[config.mk]
export PLATFORM = sky130hd
export DESIGN_NAME = lifo_stack_with_search
export DESIGN_NICKNAME = d
export VERILOG_FILES = /design/src/rtl/core/lss_pkg.sv /design/src/rtl/core/lifo_stack_with_search.sv /design/src/rtl/core/lss_ctrl.sv /design/src/rtl/core/lss_dp.sv
export SDC_FILE = /design/constraint.sdc
export NUM_CORES = 1
export LEC_CHECK = 0
export BUFFER_PORTS_ARGS = -buffer_cell sky130_fd_sc_hd__buf_2
export CORE_ASPECT_RATIO = 0.8
export CORE_MARGIN = 4
export CORE_UTILIZATION = 50
export CTS_BUF_LIST = sky130_fd_sc_hd__clkbuf_16
export DETAILED_ROUTE_END_ITERATION = 10
export GPL_TIMING_DRIVEN = 0
export PLACE_DENSITY = 0.72
export SLEW_MARGIN = 20
export SYNTH_ARGS = -nofsm -noshare
export SYNTH_HDL_FRONTEND = slang
export SYNTH_HIERARCHICAL = 1
export SYNTH_SLANG_ARGS = --single-unit
[constraint.sdc]
create_clock -name clk -period 13.5 [get_ports clk]
set_input_delay 2.7 -clock clk [delete_from_list [all_inputs] [get_ports clk]]
set_output_delay 2.7 -clock clk [all_outputs]
set_load 0.005 [all_outputs]
[src/rtl/core/lss_pkg.sv]
// Package for the LIFO stack with search: sizes, request kinds,
// request/result payload structs and controller/datapath link structs.
// No dependencies.
package lss_pkg;

	localparam int DEPTH  = 16;
	localparam int AW     = (DEPTH > 1) ? $clog2(DEPTH) : 1;
	localparam int CW     = $clog2(DEPTH + 1);
	localparam int VAL_W  = 32;
	localparam int DIST_W = 4;

	localparam logic [1:0] KIND_PUSH   = 2'd0;
	localparam logic [1:0] KIND_POP    = 2'd1;
	localparam logic [1:0] KIND_SEARCH = 2'd2;

	typedef struct packed {
		logic [1:0]              kind;
		logic signed [VAL_W-1:0] value;
	} lss_req_t;

	typedef struct packed {
		logic signed [VAL_W-1:0] popped_value;
		logic                    underflow;
		logic                    overflow;
		logic                    found;
		logic [DIST_W-1:0]       distance;
		logic signed [VAL_W-1:0] top_value;
		logic                    is_empty;
	} lss_res_t;

	typedef struct packed {
		logic take_push;
		logic take_pop;
		logic take_srch;
		logic take_nop;
		logic pop_fin;
		logic srch_step;
	} lss_cmd_t;

	typedef struct packed {
		logic empty;
		logic full;
		logic match;
		logic last;
	} lss_sts_t;

endpackage

[src/rtl/core/lifo_stack_with_search.sv]
// LIFO stack of signed 32-bit words with push, pop and search from the top.
// Results come one cycle wide on rsp, marked by done, and cannot be stalled.
// For a push, a pop on an empty stack, a search of an empty stack and the
// unused kind, the result strobe follows the accepting edge. A pop passes
// through ST_POP, which loads the new top word read from the memory. A
// search steps through the held entries one at a time: the single memory
// read port delivers one entry per cycle from the top down, stopping at the
// first match. busy is high while a pop or search is in progress; a new
// request may be issued in the same cycle that done is high.
// Depends on lss_pkg, lss_ctrl, lss_dp.
module lifo_stack_with_search
	import lss_pkg::*;
(
	input  logic     clk,
	input  logic     arst_n,
	input  logic     start,
	input  lss_req_t req,
	output logic     busy,
	output logic     done,
	output lss_res_t rsp
);

	lss_cmd_t cmd;
	lss_sts_t sts;

	lss_ctrl u_ctrl (
		.clk    (clk),
		.arst_n (arst_n),
		.start  (start),
		.kind   (req.kind),
		.sts    (sts),
		.cmd    (cmd),
		.busy   (busy),
		.done   (done)
	);

	lss_dp u_dp (
		.clk    (clk),
		.arst_n (arst_n),
		.cmd    (cmd),
		.value  (req.value),
		.sts    (sts),
		.rsp    (rsp)
	);

endmodule

[src/rtl/core/lss_ctrl.sv]
// Controller FSM for the LIFO stack with search: accepts requests,
// sequences pop and search through the datapath, drives the result strobe.
// Depends on lss_pkg.
module lss_ctrl
	import lss_pkg::*;
(
	input  logic       clk,
	input  logic       arst_n,
	input  logic       start,
	input  logic [1:0] kind,
	input  lss_sts_t   sts,
	output lss_cmd_t   cmd,
	output logic       busy,
	output logic       done
);

	localparam logic [1:0] ST_IDLE = 2'd0;
	localparam logic [1:0] ST_POP  = 2'd1;
	localparam logic [1:0] ST_SRCH = 2'd2;

	logic [1:0] state_q;
	logic [1:0] state_d;
	logic       done_q;
	logic       done_d;
	logic       take;

	assign busy = (state_q != ST_IDLE);
	assign take = start && !busy;
	assign done = done_q;

	always_comb begin
		cmd           = '0;
		cmd.take_push = take && (kind == KIND_PUSH);
		cmd.take_pop  = take && (kind == KIND_POP);
		cmd.take_srch = take && (kind == KIND_SEARCH);
		cmd.take_nop  = take && (kind != KIND_PUSH) && (kind != KIND_POP)
		                && (kind != KIND_SEARCH);
		cmd.pop_fin   = (state_q == ST_POP);
		cmd.srch_step = (state_q == ST_SRCH);
	end

	always_comb begin
		state_d = state_q;
		done_d  = 1'b0;
		unique case (state_q)
			ST_IDLE: begin
				if (take) begin
					if (cmd.take_pop && !sts.empty) begin
						state_d = ST_POP;
					end else if (cmd.take_srch && !sts.empty) begin
						state_d = ST_SRCH;
					end else begin
						done_d = 1'b1;
					end
				end
			end
			ST_POP: begin
				done_d  = 1'b1;
				state_d = ST_IDLE;
			end
			ST_SRCH: begin
				if (sts.match || sts.last) begin
					done_d  = 1'b1;
					state_d = ST_IDLE;
				end
			end
			default: begin
				state_d = ST_IDLE;
			end
		endcase
	end

	always_ff @(posedge clk or negedge arst_n) begin
		if (!arst_n) begin
			state_q <= ST_IDLE;
			done_q  <= 1'b0;
		end else begin
			state_q <= state_d;
			done_q  <= done_d;
		end
	end

endmodule

[src/rtl/core/lss_dp.sv]
// Datapath for the LIFO stack with search: entry memory, count, top word,
// search pointer and key, and the result register.
// Depends on lss_pkg.
module lss_dp
	import lss_pkg::*;
(
	input  logic                    clk,
	input  logic                    arst_n,
	input  lss_cmd_t                cmd,
	input  logic signed [VAL_W-1:0] value,
	output lss_sts_t                sts,
	output lss_res_t                rsp
);

	logic signed [VAL_W-1:0] mem [DEPTH];
	logic signed [VAL_W-1:0] rd_data_q;
	logic [AW-1:0]           rd_addr;

	logic [CW-1:0]           count_q;
	logic signed [VAL_W-1:0] top_q;
	logic signed [VAL_W-1:0] key_q;
	logic [AW-1:0]           ptr_q;
	logic [AW-1:0]           dist_q;
	lss_res_t                res_q;
	lss_res_t                res_d;
	logic                    res_ld;

	assign sts.empty = (count_q == '0);
	assign sts.full  = (count_q == CW'(DEPTH));
	assign sts.match = (rd_data_q == key_q);
	assign sts.last  = (CW'(dist_q) == (count_q - CW'(1)));
	assign rsp       = res_q;

	always_comb begin
		priority if (cmd.take_pop) begin
			rd_addr = AW'(count_q - CW'(2));
		end else if (cmd.srch_step) begin
			rd_addr = ptr_q - AW'(1);
		end else begin
			rd_addr = AW'(count_q - CW'(1));
		end
	end

	always_ff @(posedge clk) begin
		if (cmd.take_push && !sts.full) begin
			mem[count_q[AW-1:0]] <= value;
		end
		rd_data_q <= mem[rd_addr];
	end

	always_ff @(posedge clk or negedge arst_n) begin
		if (!arst_n) begin
			count_q <= '0;
		end else if (cmd.take_push && !sts.full) begin
			count_q <= count_q + CW'(1);
		end else if (cmd.take_pop && !sts.empty) begin
			count_q <= count_q - CW'(1);
		end
	end

	always_ff @(posedge clk) begin
		if (cmd.take_push && !sts.full) begin
			top_q <= value;
		end else if (cmd.pop_fin) begin
			top_q <= rd_data_q;
		end
		if (cmd.take_srch) begin
			key_q  <= value;
			ptr_q  <= AW'(count_q - CW'(1));
			dist_q <= '0;
		end else if (cmd.srch_step) begin
			ptr_q  <= ptr_q - AW'(1);
			dist_q <= dist_q + AW'(1);
		end
		if (res_ld) begin
			res_q <= res_d;
		end
	end

	always_comb begin
		res_d           = '0;
		res_d.top_value = sts.empty ? '0 : top_q;
		res_d.is_empty  = sts.empty;
		res_ld          = 1'b0;
		priority if (cmd.take_push) begin
			res_d.overflow = sts.full;
			if (!sts.full) begin
				res_d.top_value = value;
				res_d.is_empty  = 1'b0;
			end
			res_ld = 1'b1;
		end else if (cmd.take_nop) begin
			res_ld = 1'b1;
		end else if (cmd.take_pop && sts.empty) begin
			res_d.underflow = 1'b1;
			res_ld          = 1'b1;
		end else if (cmd.take_srch && sts.empty) begin
			res_ld = 1'b1;
		end else if (cmd.pop_fin) begin
			// count already decremented
			res_d.popped_value = top_q;
			res_d.top_value    = sts.empty ? '0 : rd_data_q;
			res_ld             = 1'b1;
		end else if (cmd.srch_step && (sts.match || sts.last)) begin
			res_d.found    = sts.match;
			res_d.distance = sts.match ? DIST_W'(dist_q) : '0;
			res_ld         = 1'b1;
		end else begin
			res_ld = 1'b0;
		end
	end

endmodule

==> flow_summary.yaml <==
timing:
  slew_headroom_pct: 29.9
  hold_viol_final: 0
  setup_repair_after_global_routing_missed_its_margin: "no"
  final_slew_viol_count: 0
  finalSetupViolCount: 0
  timing_worst_slew_pin_value_ns: 1.05
  post-route-period-util_pct: 42.2
  timing.fmax_ghz: 0.175
  layout_min_cycle_time_ns: 5.70
  skew_ns: 0.0243
  tns_setup_ns: 0
setup_path:
  cpMaxStageDelayCell: "nor3_1"
  timing.setup.critical_path_class: "in2reg"
  critical-path-top-cell-by-count: "buf_4"
  critical_path_required_ns: 13.91
  crit_path_max_fanout: 10
  crit_path_max_incr_delay_ns: 0.81
  worst_setup_path_end_kind: "register"
  cp.arrival_ns: 6.11
  critical_path.reg2reg.endpoint: "u_dp/rd_data_q[23]"
  r2r_slack_ns: 8.02
  sequence_of_cells_on_the_critical_path: "buf_2, nand3_1, nor2_1, buf_6, inv_2, buf_4, o21ai_0, a32o_2, buf_4, nand2b_1, clkbuf_1, o22ai_1, nor3_1"
  reg2reg_from: "u_dp/count_q[1]"
  cp-start-kind: "primary input"
  rr_worst_depth: 13
final_layout:
  filler_cell_count: 4599
  num_antenna_cells: 0
  flow.area_growth_from_synthesis_pct: 13.5
  final_layout_size_suffix_gt1_share_pct: 26.4
  fin_nets: 2071
  seqCellArea_sq_um: 20500
  multi_input_comb_area_sq_um: 10300
route:
  detail_route.iter0.violations: 2741
  drcViolationCount: 0
  wirelength_microns: 85800
  route.detailed.vias_per_inst: 6.54
  routed-via-count: 19000
  drtAntennaViolNets: 0
  drt-wirelength-per-cell_microns: 29.5
  detail_route.first_pass.iterations: 6
floorplanning:
  boundaryPins: 111
  die_w_microns: 288
  start_util_pct: 51.0
  die-area_sq_um: 66900
  core_sq_um: 61600
  rows: 81
  chipHeight_microns: 232
clocking:
  clock_tree_from_tritoncts: "yes"
  clock_slew_seen_by_the_registers_of_the_worst_setup_and_hold_paths_ns: 0.07
  clock_latency_ns: 0.61
  cts-resized-gates: 0
  tritoncts.num_buffers: 69
  clock_path_buffers: 3
  post_cts_buffers: 0
  cts_root_buffer: "clkbuf_16"
  cts_num_sinks: 696
  ctsHoldBuffers: 0
  cts_htree_levels: 3
yosys:
  number_of_flops_mapped_to_enable_cells_by_yosys: 652
  ys_dominant_reg_cell: "edfxtp_1"
  synthTopCellsByCount: "652 x edfxtp_1, 223 x mux4_2, 167 x mux2i_1, 108 x nand2_1, 95 x o22ai_1"
  most_area_consuming_cells_after_synthesis: "edfxtp_1 62%, mux4_2 16%, mux2i_1 5.3%, dfxtp_1 2.3%, o22ai_1 1.9%"
  syn-mean-instance-area_sq_um: 17.2
  netlist.top_cell.by_area: "edfxtp_1"
  synth_top_area_share_pct: 62.3
  synth.ff_latch_count: 696
  synth.lib_cells_used.distinct: 54
  synthArstFlopShare_pct: 1.15
  yosysMostFrequentCell: "edfxtp_1"
  synthesis.nets: 1872
  synth_warnings: 6
  netlist_area_sq_um: 31400
  ys_seq_area_share_pct: 65.3
  netlist_instances: 1825
power_and_ir_drop:
  total_leakage_power_nw: 12.0
  power.ir.vdd_worst_v: 0.000182
  post-layout-total-power_mw: 8.85
  pwr_density_cell_nw_per_um2: 248
place:
  portBuffers: 110
  dp_hpwl_microns: 59200
  routabilityCongestion: 0.884
global_route:
  antenna_found_initial: 4
  grt.met1_usage_pct: 36.7
  use_met3_pct: 8.08
  grt_max_degree: 64
  global_route_hottest_layer: "met2"
  global_route.overflow_total: 0
  wire_length_of_the_first_global_routing_pass_microns: 125000
  gr-usage-all-layers_pct: 25.8
  global_route.usage.met2_pct: 38.6
  number_of_global_route_vias_before_repair: 19100
outcome:
  result_of_the_run: "completed"
hold_path:
  timing.hold.worst.start: "u_dp/count_q[4]"
  min_delay_path_depth: 1
  worst_hold_path.endpoint: "u_dp/count_q[4]"
  min_path_type: "reg2reg"
flow_run:
  drv_cap: 0
## sequential cells by signal, summed over array words and instances (netlist names)
register,cells
u_ctrl/state_q,2
u_dp/ptr_q,4
u_dp/top_q,32
u_dp/rd_data_q,32
u_dp/count_q,5
u_dp/rsp,72
u_dp/mem,512
u_dp/dist_q,4
u_dp/key_q,32
u_ctrl/done,1
## final cells by class
cell class	instances	share of cell area (%)
Tap cell	830	2.91
Timing Repair Buffer	128	2.72
Clock buffer	71	4.98
Buffer	134	1.93
Clock inverter	52	1.07
Multi-Input combinational cell	982	28.8
Sequential cell	696	57.5
Inverter	13	0.137
## report_power, final
group | leakage [nW] | internal [mW] | switching, mW | total [mW]
Sequential | 6.31 | 2.61 | 0.121 | 2.73
Clock | 1.11 | 1.05 | 0.794 | 1.85
Combinational | 4.63 | 1.79 | 2.48 | 4.28
## routing by layer
metal / routed length, microns / vias to the layer above
met4: 2490 / 0
li1: - / 7845
met2: 38200 / 1302
met3: 11400 / 166
met1: 33600 / 9680
met5: 0 / -
## logic make-up (layout without fill, tap and decap cells)
logic type | Yosys count | in the layout | synth area share [%]
flops | 696 | 696 | 65.3
mux | 392 | 392 | 21.4
simple gates | 287 | 287 | 4.27
compound gates | 245 | 245 | 4.98
buf+inv | 147 | 398 | 2.34
xor+xnor | 48 | 48 | 1.34
fa+ha+maj | 10 | 10 | 0.398
## stage by stage
stage | std cells | setup slack [ns] | hold WS (ns) | utilization (%) | instance area, sq um
after floorplan | 1825 | 7.71 | 0.492 | - | 31400
after global placement | 2765 | 6.05 | 0.518 | 53.6 | 33000
after detailed placement | 2783 | 7.40 | 0.534 | 54.4 | 33500
after CTS | 2906 | 8.04 | 0.543 | 57.9 | 35700
after global routing | 2906 | 7.69 | 0.580 | 57.9 | 35700
final | 2906 | 7.80 | 0.534 | 57.9 | 35700
## worst max path at each step
stage            start                  to  slack (ns)  cells past startpoint
3_3_place_gp   req[32]     u_dp/mem[0][12]        6.05                      6
3_5_place_dp   req[32]  u_dp/rd_data_q[20]        7.40                     13
4_1_cts        req[32]  u_dp/rd_data_q[20]        8.04                     13
5_1_grt        req[32]  u_dp/rd_data_q[21]        7.69                     13
6_report       req[32]  u_dp/rd_data_q[23]        7.80                     13
2_1_floorplan  req[32]         u_dp/rsp[0]        7.71                      6
## worst max-delay path: cells and delay by family
family | cells | cell delay [ns]
AO/OA/AOI/OAI | 3 | 0.63
buffers and inverters | 6 | 1.36
AND/OR/NAND/NOR | 4 | 1.39
## cells in the final DEF, fill, tap and decap left out, types with 9 or more instances in the layout
cell	n
edfxtp_1	652
mux4_2	223
mux2i_1	167
buf_2	152
nand2_1	107
o22ai_1	95
clkbuf_16	71
a21oi_1	68
a22oi_1	64
nor2_1	53
clkbuf_1	48
and2_1	40
xor2_1	37
dfxtp_1	36
nor3_1	34
buf_4	25
inv_1	22
clkinv_1	16
buf_1	14
clkinv_2	13
xnor2_1	11
nor4_1	10
ha_1	10
buf_12	10
nor2_4	9
Note: power is estimated with default switching activity, not from simulation.
